==> src/deadline_ordered_timer_queue_unit_defines.svh <==
// Assertion helpers for the timer queue.
`ifndef DEADLINE_ORDERED_TIMER_QUEUE_UNIT_DEFINES_SVH
`define DEADLINE_ORDERED_TIMER_QUEUE_UNIT_DEFINES_SVH

// Same-cycle implication, sampled on i_clk, off during reset.
`define DOTQ_ASSERT_IMP(lbl, ante, cons, msg) \
    lbl: assert property (@(posedge i_clk) disable iff (!i_rst_n) (ante) |-> (cons)) \
        else $error(msg);

// Next-cycle implication, sampled on i_clk, off during reset.
`define DOTQ_ASSERT_NXT(lbl, ante, cons, msg) \
    lbl: assert property (@(posedge i_clk) disable iff (!i_rst_n) (ante) |=> (cons)) \
        else $error(msg);

`endif

==> src/dotq_pkg.sv <==
`default_nettype none
package dotq_pkg;

    localparam int TimeW    = 64;
    localparam int HandleW  = 16;
    localparam int CfgW     = 32;
    localparam int CfgIdxW  = 2;

    // input word kinds
    localparam logic [1:0] KIND_TICK  = 2'd0;
    localparam logic [1:0] KIND_ABS   = 2'd1;
    localparam logic [1:0] KIND_DELAY = 2'd2;
    localparam logic [1:0] KIND_READ  = 2'd3;

    // result kinds
    localparam logic [2:0] RES_EXPIRED = 3'd0;
    localparam logic [2:0] RES_ADDED   = 3'd1;
    localparam logic [2:0] RES_FULL    = 3'd2;
    localparam logic [2:0] RES_TICK    = 3'd3;
    localparam logic [2:0] RES_TIME    = 3'd4;

    // config register indexes
    localparam logic [CfgIdxW-1:0] CFG_TICK  = 2'd0;
    localparam logic [CfgIdxW-1:0] CFG_SCHED = 2'd1;

    localparam logic [CfgW-1:0] TICK_PERIOD_RST  = 32'd1000000;
    localparam logic [CfgW-1:0] SCHED_PERIOD_RST = 32'd10000000;

    typedef struct packed {
        logic [1:0]         kind;
        logic [HandleW-1:0] entry_handle;
        logic [TimeW-1:0]   when_ns;
    } t_in_word;

    typedef struct packed {
        logic [2:0]         result_kind;
        logic [HandleW-1:0] fired_handle;
        logic [TimeW-1:0]   now_ns;
        logic               preempt_due;
        logic               last;
    } t_out_word;

    typedef enum logic [3:0] {
        ST_IDLE,
        ST_TICK_ADD,
        ST_POP_RD,
        ST_POP_CMP,
        ST_PRE_CMP,
        ST_PRE_ADD,
        ST_ADD_DL,
        ST_INS_RD,
        ST_INS_CMP
    } t_state;

endpackage
`default_nettype wire

==> src/dotq_ram.sv <==
`default_nettype none
module dotq_ram #(
    parameter int DEPTH = 32,
    parameter int WIDTH = 80
) (
    input  wire logic                     i_clk,
    input  wire logic                     i_we,
    input  wire logic [$clog2(DEPTH)-1:0] i_waddr,
    input  wire logic [WIDTH-1:0]         i_wdata,
    input  wire logic [$clog2(DEPTH)-1:0] i_raddr,
    output logic      [WIDTH-1:0]         o_rdata
);

    logic [WIDTH-1:0] r_mem [DEPTH];

    always_ff @(posedge i_clk) begin
        if (i_we) begin
            r_mem[i_waddr] <= i_wdata;
        end
    end

    always_ff @(posedge i_clk) begin
        o_rdata <= r_mem[i_raddr];
    end

endmodule
`default_nettype wire

==> src/dotq_alu.sv <==
`default_nettype none
module dotq_alu
    import dotq_pkg::*;
(
    input  wire logic [TimeW-1:0] i_a,
    input  wire logic [TimeW-1:0] i_b,
    output logic      [TimeW-1:0] o_sum,
    output logic                  o_le
);

    // shared time unit: wrapping add and unsigned a <= b
    assign o_sum = i_a + i_b;
    assign o_le  = (i_a <= i_b);

endmodule
`default_nettype wire

==> src/deadline_ordered_timer_queue_unit.sv <==
`default_nettype none
`include "deadline_ordered_timer_queue_unit_defines.svh"
// Deadline-ordered timer queue.
// Command channel: drive i_in and raise start; the word is taken at the edge
// where start is high and busy is low. busy stays high while it is worked on.
// Result channel: each result word is on o_out for one cycle with o_strobe
// high; the receiver cannot stall, so words are never held back.
// Config: i_cfg_we/i_cfg_idx/i_cfg_data, index 0 tick period, 1 sched period;
// other indexes are ignored. Write only while idle.
// Operation (one shared 64-bit add/compare unit, one-port-read queue RAM):
//   read time, rejected add: result in the cycle after accept, no busy time.
//   add: compute the deadline, then read and compare entries back from the
//   tail until an earlier or equal entry or the head ends the walk.
//   tick: advance time, pop expired entries until an unexpired head or an
//   empty queue ends the walk, then advance the preempt deadline when due;
//   one expired word per popped entry, the tick-done word last.
// The queue is a ring in RAM; pops advance the head, inserts walk back from
// the tail moving each later entry up one slot.
// Reset (synchronous, active low) clears time, preempt deadline, count and
// the periods to their defaults; RAM contents need no clearing.
module deadline_ordered_timer_queue_unit
    import dotq_pkg::*;
#(
    parameter int QUEUE_DEPTH = 32,
    parameter int HANDLE_BITS = 16
) (
    input  wire logic               i_clk,
    input  wire logic               i_rst_n,
    input  wire logic               start,
    output logic                    busy,
    input  wire t_in_word           i_in,
    output logic                    o_strobe,
    output t_out_word               o_out,
    input  wire logic               i_cfg_we,
    input  wire logic [CfgIdxW-1:0] i_cfg_idx,
    input  wire logic [CfgW-1:0]    i_cfg_data
);

    localparam int SB  = (HANDLE_BITS < HandleW) ? HANDLE_BITS : HandleW;
    localparam int PW  = $clog2(QUEUE_DEPTH);
    localparam int CW  = $clog2(QUEUE_DEPTH + 1);
    localparam int SW  = PW + 1;
    localparam int EW  = TimeW + SB;

    t_state           r_state, n_state;
    logic [TimeW-1:0] r_now, n_now;
    logic [TimeW-1:0] r_npt, n_npt;
    logic [CfgW-1:0]  r_tick, r_sched;
    logic [CW-1:0]    r_count, n_count;
    logic [PW-1:0]    r_head, n_head;
    logic [CW-1:0]    r_pos, n_pos;
    logic [TimeW-1:0] r_dl, n_dl;
    logic [SB-1:0]    r_handle, n_handle;
    logic             r_delay, n_delay;
    logic             r_out_valid, n_out_valid;
    t_out_word        r_out, n_out;

    logic [TimeW-1:0] alu_a, alu_b, alu_sum;
    logic             alu_le;
    logic             ram_we;
    logic [PW-1:0]    ram_waddr, ram_raddr;
    logic [EW-1:0]    ram_wdata, ram_rdata;
    logic [TimeW-1:0] rd_dl;
    logic [SB-1:0]    rd_handle;
    logic [PW-1:0]    a_pos, a_prev, head_inc;
    logic             full;

    // logical queue slot to ring address
    function automatic logic [PW-1:0] phys(input logic [PW-1:0] head,
                                           input logic [CW-1:0] off);
        logic [SW-1:0] s;
        s = SW'(head) + SW'(off);
        if (s >= SW'(QUEUE_DEPTH)) begin
            s = s - SW'(QUEUE_DEPTH);
        end
        return s[PW-1:0];
    endfunction

    assign a_pos    = phys(r_head, r_pos);
    assign a_prev   = phys(r_head, r_pos - CW'(1));
    assign head_inc = (r_head == PW'(QUEUE_DEPTH - 1)) ? '0 : r_head + PW'(1);
    assign full     = (r_count == CW'(QUEUE_DEPTH));
    assign rd_dl     = ram_rdata[SB +: TimeW];
    assign rd_handle = ram_rdata[SB-1:0];

    dotq_alu u_alu (
        .i_a   (alu_a),
        .i_b   (alu_b),
        .o_sum (alu_sum),
        .o_le  (alu_le)
    );

    dotq_ram #(
        .DEPTH (QUEUE_DEPTH),
        .WIDTH (EW)
    ) u_ram (
        .i_clk   (i_clk),
        .i_we    (ram_we),
        .i_waddr (ram_waddr),
        .i_wdata (ram_wdata),
        .i_raddr (ram_raddr),
        .o_rdata (ram_rdata)
    );

    always_comb begin
        n_state     = r_state;
        n_now       = r_now;
        n_npt       = r_npt;
        n_count     = r_count;
        n_head      = r_head;
        n_pos       = r_pos;
        n_dl        = r_dl;
        n_handle    = r_handle;
        n_delay     = r_delay;
        n_out_valid = 1'b0;
        n_out       = r_out;
        alu_a       = r_now;
        alu_b       = TimeW'(r_tick);
        ram_we      = 1'b0;
        ram_waddr   = a_pos;
        ram_wdata   = {r_dl, r_handle};
        ram_raddr   = r_head;

        unique case (r_state)
            ST_IDLE: begin
                if (start) begin
                    unique case (i_in.kind) inside
                        KIND_TICK: begin
                            n_state = ST_TICK_ADD;
                        end
                        KIND_ABS, KIND_DELAY: begin
                            if (full) begin
                                n_out_valid       = 1'b1;
                                n_out.result_kind = RES_FULL;
                                n_out.fired_handle = HandleW'(i_in.entry_handle[SB-1:0]);
                                n_out.now_ns      = r_now;
                                n_out.preempt_due = 1'b0;
                                n_out.last        = 1'b1;
                            end else begin
                                n_dl     = i_in.when_ns;
                                n_delay  = (i_in.kind == KIND_DELAY);
                                n_handle = i_in.entry_handle[SB-1:0];
                                n_pos    = r_count;
                                n_state  = ST_ADD_DL;
                            end
                        end
                        default: begin
                            n_out_valid        = 1'b1;
                            n_out.result_kind  = RES_TIME;
                            n_out.fired_handle = '0;
                            n_out.now_ns       = r_now;
                            n_out.preempt_due  = 1'b0;
                            n_out.last         = 1'b1;
                        end
                    endcase
                end
            end
            ST_TICK_ADD: begin
                n_now   = alu_sum;
                n_state = ST_POP_RD;
            end
            ST_POP_RD: begin
                n_state = (r_count == '0) ? ST_PRE_CMP : ST_POP_CMP;
            end
            ST_POP_CMP: begin
                alu_a = rd_dl;
                alu_b = r_now;
                if (alu_le) begin
                    n_out_valid        = 1'b1;
                    n_out.result_kind  = RES_EXPIRED;
                    n_out.fired_handle = HandleW'(rd_handle);
                    n_out.now_ns       = r_now;
                    n_out.preempt_due  = 1'b0;
                    n_out.last         = 1'b0;
                    n_head             = head_inc;
                    n_count            = r_count - CW'(1);
                    n_state            = ST_POP_RD;
                end else begin
                    n_state = ST_PRE_CMP;
                end
            end
            ST_PRE_CMP: begin
                alu_a = r_npt;
                alu_b = r_now;
                if (alu_le) begin
                    n_state = ST_PRE_ADD;
                end else begin
                    n_out_valid        = 1'b1;
                    n_out.result_kind  = RES_TICK;
                    n_out.fired_handle = '0;
                    n_out.now_ns       = r_now;
                    n_out.preempt_due  = 1'b0;
                    n_out.last         = 1'b1;
                    n_state            = ST_IDLE;
                end
            end
            ST_PRE_ADD: begin
                alu_a              = r_npt;
                alu_b              = TimeW'(r_sched);
                n_npt              = alu_sum;
                n_out_valid        = 1'b1;
                n_out.result_kind  = RES_TICK;
                n_out.fired_handle = '0;
                n_out.now_ns       = r_now;
                n_out.preempt_due  = 1'b1;
                n_out.last         = 1'b1;
                n_state            = ST_IDLE;
            end
            ST_ADD_DL: begin
                alu_a   = r_delay ? r_now : '0;
                alu_b   = r_dl;
                n_dl    = alu_sum;
                n_state = ST_INS_RD;
            end
            ST_INS_RD: begin
                ram_raddr = a_prev;
                if (r_pos == '0) begin
                    ram_we             = 1'b1;
                    n_count            = r_count + CW'(1);
                    n_out_valid        = 1'b1;
                    n_out.result_kind  = RES_ADDED;
                    n_out.fired_handle = HandleW'(r_handle);
                    n_out.now_ns       = r_now;
                    n_out.preempt_due  = 1'b0;
                    n_out.last         = 1'b1;
                    n_state            = ST_IDLE;
                end else begin
                    n_state = ST_INS_CMP;
                end
            end
            ST_INS_CMP: begin
                alu_a  = rd_dl;
                alu_b  = r_dl;
                ram_we = 1'b1;
                if (alu_le) begin
                    // slot found: new entry goes after the equal-or-earlier one
                    n_count            = r_count + CW'(1);
                    n_out_valid        = 1'b1;
                    n_out.result_kind  = RES_ADDED;
                    n_out.fired_handle = HandleW'(r_handle);
                    n_out.now_ns       = r_now;
                    n_out.preempt_due  = 1'b0;
                    n_out.last         = 1'b1;
                    n_state            = ST_IDLE;
                end else begin
                    ram_wdata = ram_rdata;
                    n_pos     = r_pos - CW'(1);
                    n_state   = ST_INS_RD;
                end
            end
            default: begin
                n_state = ST_IDLE;
            end
        endcase
    end

    always_ff @(posedge i_clk) begin
        if (!i_rst_n) begin
            r_state     <= ST_IDLE;
            r_now       <= '0;
            r_npt       <= '0;
            r_count     <= '0;
            r_head      <= '0;
            r_out_valid <= 1'b0;
        end else begin
            r_state     <= n_state;
            r_now       <= n_now;
            r_npt       <= n_npt;
            r_count     <= n_count;
            r_head      <= n_head;
            r_out_valid <= n_out_valid;
        end
    end

    always_ff @(posedge i_clk) begin
        r_pos    <= n_pos;
        r_dl     <= n_dl;
        r_handle <= n_handle;
        r_delay  <= n_delay;
        r_out    <= n_out;
    end

    always_ff @(posedge i_clk) begin
        if (!i_rst_n) begin
            r_tick  <= TICK_PERIOD_RST;
            r_sched <= SCHED_PERIOD_RST;
        end else if (i_cfg_we) begin
            unique case (i_cfg_idx)
                CFG_TICK:  r_tick  <= i_cfg_data;
                CFG_SCHED: r_sched <= i_cfg_data;
                default: ;
            endcase
        end
    end

    assign busy     = (r_state != ST_IDLE);
    assign o_strobe = r_out_valid;
    assign o_out    = r_out;

    `DOTQ_ASSERT_IMP(a_mid_word_busy, o_strobe && !o_out.last, busy, "non-final word while idle")
    `DOTQ_ASSERT_NXT(a_tick_busy, start && !busy && (i_in.kind == KIND_TICK), busy, "tick not taken")
    `DOTQ_ASSERT_IMP(a_pop_nonempty, r_state == ST_POP_CMP, r_count != '0, "pop from empty queue")
    `DOTQ_ASSERT_IMP(a_ins_not_full, r_state == ST_INS_RD || r_state == ST_INS_CMP, !full, "insert into full queue")

endmodule
`default_nettype wire

==> config.mk <==
export PLATFORM = sky130hd
export DESIGN_NAME = deadline_ordered_timer_queue_unit
export DESIGN_NICKNAME = d
export VERILOG_FILES = /design/src/dotq_pkg.sv /design/src/dotq_ram.sv /design/src/dotq_alu.sv /design/src/deadline_ordered_timer_queue_unit.sv
export VERILOG_INCLUDE_DIRS = /design/src /design/src/src
export SDC_FILE = /design/constraint.sdc
export NUM_CORES = 2
export LEC_CHECK = 0
export BUFFER_PORTS_ARGS = -buffer_cell sky130_fd_sc_hd__buf_2
export CORE_ASPECT_RATIO = 0.7
export CORE_MARGIN = 3
export CORE_UTILIZATION = 40
export DETAILED_ROUTE_END_ITERATION = 16
export HOLD_SLACK_MARGIN = 0.12
export PLACE_DENSITY_LB_ADDON = 0.2
export SETUP_SLACK_MARGIN = 0.1
export SLEW_MARGIN = 30
export SYNTH_ARGS = -nofsm -noshare
export SYNTH_HDL_FRONTEND = slang
export SYNTH_HIERARCHICAL = 1
export SYNTH_SLANG_ARGS = --single-unit
==> constraint.sdc <==
create_clock -name i_clk -period 14.05 [get_ports i_clk]
set_input_delay 0.7025 -clock i_clk [delete_from_list [all_inputs] [get_ports i_clk]]
set_output_delay 0.7025 -clock i_clk [all_outputs]
set_load 0.005 [all_outputs]
Yosys cells after proc, flatten, opt, wreduce, memory -nomap -nowiden
Memory sizes are Yosys's and may differ from the RTL's. A register that Yosys moved wholly into a read port is not among the register bits.
Index checks and enable logic that the tools add are counted.
{"block": "totals", "out_inout_bits": 87, "ramBits": 2560, "input_bits": 120, "elab_cells": 129, "regBits": 380, "n_memories": 1, "latchBits": 0, "mem_bits_ro": 0}
{"memory": "u_ram.r_mem", "words": 32, "word_bits": 80, "read_ports": 1, "rd_clocked_by_memory_dff": 1, "write_ports": 1, "line_no": "dotq_ram.sv:14", "rtl": "logic [WIDTH-1:0] r_mem [DEPTH];"}
{"block": "classes", "mux": 49, "n_eq_ne": 25, "mul": 0, "bitwise_logic": 1, "div": 0, "order_cmp": 3, "n_shift": 0, "reduce_logical": 24, "addsub": 9}
{"operator": "$mux 85", "n": 6}
{"operator": "$pmux 85 s6", "n": 1}
{"operator": "$pmux 64 s3", "n": 2}
{"operator": "$mux 64", "n": 4}
{"operator": "$pmux 85 s2", "n": 1}
{"operator": "$mux 80", "n": 2}
{"operator": "$pmux 64 s2", "n": 1}
{"operator": "$add 64x64->64", "n": 1}
{"operator": "$le 64x64->1", "n": 1}
{"operator": "$mux 6", "n": 7}
{"operator": "$pmux 4 s8", "n": 1}
{"operator": "$mux 5", "n": 4}
{"operator": "$pmux 6 s3", "n": 1}
{"operator": "$eq 4x3->1 const B", "n": 4}
{"operator": "$ne 2x2->1 const B", "n": 8}
{"operator": "$add 5x6->6", "n": 2}
{"operator": "$ge 6x6->1 const B", "n": 2}
{"operator": "$logic_not 6->1", "n": 2}
{"operator": "$mux 3", "n": 4}
{"operator": "$mux 4", "n": 3}
{"operator": "$pmux 6 s2", "n": 1}
{"operator": "$reduce_and 4->1", "n": 3}
{"operator": "$sub 6x1->6 const B", "n": 2}
{"operator": "$reduce_or 2->1", "n": 5}
{"operator": "28 further kinds", "n": 43}

Logic depth before layout (Yosys ltp)
{"block": "logic_depth", "ltp_word": 6, "ltp_mapped": 27, "ltp_nobuf": 22}

By module
Netlist, hierarchy kept.
{"module": "dotq_ram", "n_inst": 1, "seq_area_each_um2": 78475.3, "area_per_inst_um2": 98903.6, "cells_each": 4683}
{"module": "deadline_ordered_timer_queue_unit", "n_inst": 1, "seq_area_each_um2": 9328.9, "area_per_inst_um2": 18147.4, "cells_each": 2003}
{"module": "dotq_alu", "n_inst": 1, "seq_area_each_um2": 0.0, "area_per_inst_um2": 5660.4, "cells_each": 828}

Worst setup path before layout
OpenSTA, ideal clock, no wires.
{"block": "synth_timing", "path_kind": "reg2reg", "startpoint": "register r_state[2]", "endpoint": "register r_out, in the netlist o_out[0], enable pin", "stages_incl_launch_ff": 24, "setup_slack_ns": 3.088, "required_ns": 13.368, "arrival_time_ns": 10.280, "setup_time_ns": 0.682, "n_path_buf": 5, "synth_period_minus_slack_ns": 10.962, "path_cell_list": "dfxtp_1 -> buf_2 -> buf_2 -> nand3b_1 -> o21a_1 -> nor2_2 -> buf_2 -> a222oi_1 -> a21oi_1 -> inv_1 -> ha_1 -> clkbuf_1 -> nand4_1 -> or3_1 -> o221ai_1 -> a221oi_1 -> o21ai_0 -> o21ai_0 -> buf_1 -> inv_1 -> a211oi_1 -> nand3_1 -> o21ai_0 -> a311oi_1"}
{"block": "synth_between", "elab_chain_cells": 6, "word_cells_on_any_way": 23, "cone_classes": "order compare (1); eq/ne (13); mux (2); reduce/logical (7)"}
{"element": "start: declaration", "line_no": "deadline_ordered_timer_queue_unit.sv:45", "rtl": "t_state r_state, n_state;"}
{"element": "start signal: assignment", "line_no": "deadline_ordered_timer_queue_unit.sv:266", "rtl": "r_state <= n_state;"}
{"element": "$eq 4x4->1, or another cell as far along", "line_no": "deadline_ordered_timer_queue_unit.sv:124", "rtl": "unique case (r_state)"}
{"element": "$reduce_or 2->1 (no source line)"}
{"element": "$pmux 64 s3 *", "line_no": "deadline_ordered_timer_queue_unit.sv:124"}
{"element": "net alu_b[13]", "line_no": "deadline_ordered_timer_queue_unit.sv:58", "rtl": "logic [TimeW-1:0] alu_a, alu_b, alu_sum;"}
{"element": "$le 64x64->1 *", "line_no": "dotq_alu.sv:13", "rtl": "assign o_le = (i_a <= i_b);"}
{"element": "net alu_le", "line_no": "deadline_ordered_timer_queue_unit.sv:59", "rtl": "logic alu_le;"}
{"element": "$ne 2x2->1 (no source line)"}
{"element": "$reduce_and 8->1 (no source line) *"}
{"element": "end signal: assignment", "line_no": "deadline_ordered_timer_queue_unit.sv:280", "rtl": "r_out <= n_out;"}
{"element": "end: declaration", "line_no": "deadline_ordered_timer_queue_unit.sv:56", "rtl": "t_out_word r_out, n_out;"}
Mark *: on every way through the listed nets, which the timed path passes. The rest lies on a longest branch.
A chain may end at the register's enable or synchronous reset.

Worst setup path in the final report
{"block": "layout_timing", "startpoint": "register r_state[0]", "endpoint": "memory u_ram.r_mem[9][68], data pin"}
{"block": "layout_between", "elab_chain_cells": 6, "word_cells_on_any_way": 14, "cone_classes": "order compare (1); eq/ne (5); mux (4); reduce/logical (4)"}
{"element": "$eq 4x4->1, or another cell as far along", "line_no": "deadline_ordered_timer_queue_unit.sv:124"}
{"element": "$reduce_or 2->1 (no source line)"}
{"element": "$pmux 64 s3 *", "line_no": "deadline_ordered_timer_queue_unit.sv:124"}
{"element": "net alu_a[13]", "line_no": "deadline_ordered_timer_queue_unit.sv:58"}
{"element": "$le 64x64->1 *", "line_no": "dotq_alu.sv:13"}
{"element": "net alu_le", "line_no": "deadline_ordered_timer_queue_unit.sv:59"}
{"element": "$mux 80 *", "line_no": "deadline_ordered_timer_queue_unit.sv:235", "rtl": "if (alu_le) begin"}
{"element": "$mux 80 *", "line_no": "deadline_ordered_timer_queue_unit.sv:124"}
{"element": "net ram_wdata[68]", "line_no": "deadline_ordered_timer_queue_unit.sv:62", "rtl": "logic [EW-1:0] ram_wdata, ram_rdata;"}
{"element": "end: declaration", "line_no": "dotq_ram.sv:14"}
Marked as above.

==> impl_metrics.toml <==
[outcome]
status = "complete, no violations"

[grt]
grt_max_degree = 121
grt_pass1_vias = 69200
track_usage_pct = 24.8
grt-ovfl-total = 0
antenna_found_initial = 30
grt_pass1_wl_um = 549000

[setup_path]
cp-start-kind = "flop"
cp-end-kind = "flop"
path_max_fanout = 43
rr_startpoint = "r_state[0]"
worstSetupPathType = "flop to flop"
crit_required_ps = 14570
arrival_ps = 9520
rrSetupSlack_ps = 5050
worstReg2RegEnd = "u_ram/r_mem[9][68]"
reg2reg_depth = 19

[finish]
multi_input_area_um2 = 32800
final_cell_mix = "edfxtp_1, nand2_1, mux2i_1"
fillerInstances = 26100
drive_above_1_share_pct = 16.2
fin_util_pct = 45.6
layout_commonest_cell = "edfxtp_1"
seq_area_um2 = 87800
syn_to_final_growth_pct = 13.0
fin_nets = 8058

[synthesis]
synthAdderAreaFrac_pct = 1.50
synth-compound-area-share_pct = 7.27
synth_edf_count = 2732
synth_xor_xnor_area_share_pct = 0.521
yosys_warnings = 6
ys.flop_type = "edfxtp_1"
muxShareOfSynthArea_pct = 11.7
netlist_area_um2 = 123000
syn_nets = 7779
synth-seq-area-share_pct = 71.6
ys_seq_elements = 3020
ys_types = 106
synth.avg_cell_area_um2 = 16.3
synth_simple_gate_area_share_pct = 5.26
async_reset_ff_share_pct = 0
synthesis.instances = 7514
synth_top_family_by_area = "multiplexers"

[hold_path]
hold_path.class = "input pin to flop"
hold_end = "r_dl[60]"
holdPathStages = 2
min_from = "i_in[60]"

[clock_network]
htreeDepth = 5
cts_tree = "built"
cts_buffer_depth = 4
clock_sinks = 3020
numCtsBuffers = 288
post-cts-setup-buffers = 0
clk_pin_slew_ps = 70
clock_latency_ps = 870
root_buffer = "clkbuf_16"

[floorplanning]
die_h_um = 469
die_w_um = 668
top_level_ports = 207
initial_core_util_pct = 40.4
coreArea_um2 = 304000
rows = 169
dieArea_um2 = 314000

[detailed_routing]
drt-met1-wl_um = 171000
firstDrtPassIters = 8
routed-wl-met2_um = 177000
drc = 0
vias = 72800
vias_per_cell = 6.04
finalWirelength_um = 399000
met3_length_um = 41100
top_layer = "met5"
drtAntennaViolNets = 0
drtIter0Drc = 9809
wl_per_cell_um = 33.2

[timing]
slew_headroom_pct = 25.9
max_freq_mhz = 111
setup_viol = 0
fin_crit_sh_pct = 64.1
skew_ps = 42.3
hold_viol_final = 0
slew_viol_final = 0
setup_tns_ps = 0
rsz0062_at_grt = "no"
worst_pin_slew_ps = 1110
period_needed_ps = 9000

[run]
drv_cap = 0

[power]
power_density_nw_per_um2 = 144
finalPower_uw = 19900
p_leak_uw = 0.0437
irDropWorstVdd_v = 0.0000989

[placement]
gp_congestion = 0.930
io_buffers = 206
place_hpwl_um = 223000
[through the flow]
stage | std cells | instance area (um2) | hold slack, ps | setup slack [ps]
floorplan | 7514 | 123000 | 441 | 3090
global placement | 11400 | 129000 | 453 | 5490
detailed placement | 11500 | 129000 | 458 | 5310
CTS | 12000 | 139000 | 120 | 5290
global route | 12000 | 139000 | 131 | 4810
finish | 12000 | 139000 | 170 | 5050
[per-layer routing]
layer,global-route usage [%],vias up
met5,0,-
met4,6.25,18
met3,5.54,557
met2,37.1,3735
met1,36.8,38400
li1,-,30100
[timing repair]
item                      CTS  global route
resized for setup           0             0
hold endpoints to repair   94             0
hold buffers               64             0
[layout make-up]
class                   instances  area share, %
flip-flops and latches       3020           63.3
multi-input cells            3909           23.7
clock buffers                 399           5.87
well taps                    4018           3.62
repair buffers                430           2.50
clock inverters               115          0.634
inverters                     144          0.391
diodes                         10         0.0180
[how the worst max path moves through the flow]
stage	startpoint	to	slack, ps	cells after the start
global placement	r_state[0]	u_ram/r_mem[2][73]	5490	19
detailed placement	r_state[0]	u_ram/r_mem[1][75]	5310	19
finish	r_state[0]	u_ram/r_mem[9][68]	5050	19
floorplan	r_state[2]	o_out[0]	3090	23
CTS	r_state[0]	u_ram/r_mem[6][60]	5290	19
global route	r_state[0]	u_ram/r_mem[20][54]	4810	19
[worst max-delay path: stages (launching register included)]
cell and delay, ps:
dfxtp_1 940, and4bb_2 890, inv_1 250, nand2_4 590, buf_4 450, a22oi_1 160, nand2_1 150, ha_1 350
nand4_1 160, or3_1 410, o221ai_1 470, a221oi_1 140, o21ai_0 170, o21ai_1 190, buf_4 260, nor2_4 460
buf_4 780, buf_4 770, nand2_1 130, nand2_1 710
[sequential cells by signal (all words and copies together) (netlist names)]
name / flops
r_handle: 16
r_count: 6
r_state: 4
o_out: 85
r_npt: 64
r_dl: 64
u_ram/r_mem: 2560
u_ram/o_rdata: 80
r_sched: 32
o_strobe: 1
r_head: 5
r_delay: 1
r_tick: 32
r_now: 64
r_pos: 6
[cells in the mapped netlist (21+ instances only)]
master / n / share of area (%)
nor2b_1: 30 / 0.15
nand2b_1: 29 / 0.15
a21o_1: 31 / 0.19
buf_4: 30 / 0.18
a22oi_1: 491 / 3.0
xnor2_1: 60 / 0.43
nand4_1: 71 / 0.36
mux4_2: 320 / 5.9
nand3_1: 181 / 0.74
o21bai_1: 32 / 0.20
a21oi_1: 161 / 0.66
dfxtp_1: 288 / 4.7
clkbuf_1: 195 / 0.60
buf_2: 174 / 0.71
nor3_1: 23 / 0.094
o21ai_0: 58 / 0.24
a21boi_0: 174 / 1.1
mux2i_1: 643 / 5.2
a31oi_1: 51 / 0.26
nor4_1: 21 / 0.11
nor2_1: 164 / 0.50
inv_1: 143 / 0.44
a22o_1: 92 / 0.66
nand2_1: 826 / 2.5
edfxtp_1: 2732 / 67
mux2_2: 64 / 0.59
ha_1: 142 / 1.4
a222oi_1: 32 / 0.26
[logic make-up after synthesis]
group           Yosys count
compound gates         1224
flops                  3020
buf+inv                 585
simple gates           1440
mux                    1027
xor+xnor                 73
fa+ha+maj               145
[report_power, final]
part | internal (uW) | switching, uW | total [uW]
sequential | 10300 | 226 | 10500
combinational | 461 | 1320 | 1780
clock | 4250 | 3350 | 7600
Note: power is estimated with default switching activity, not from simulation.
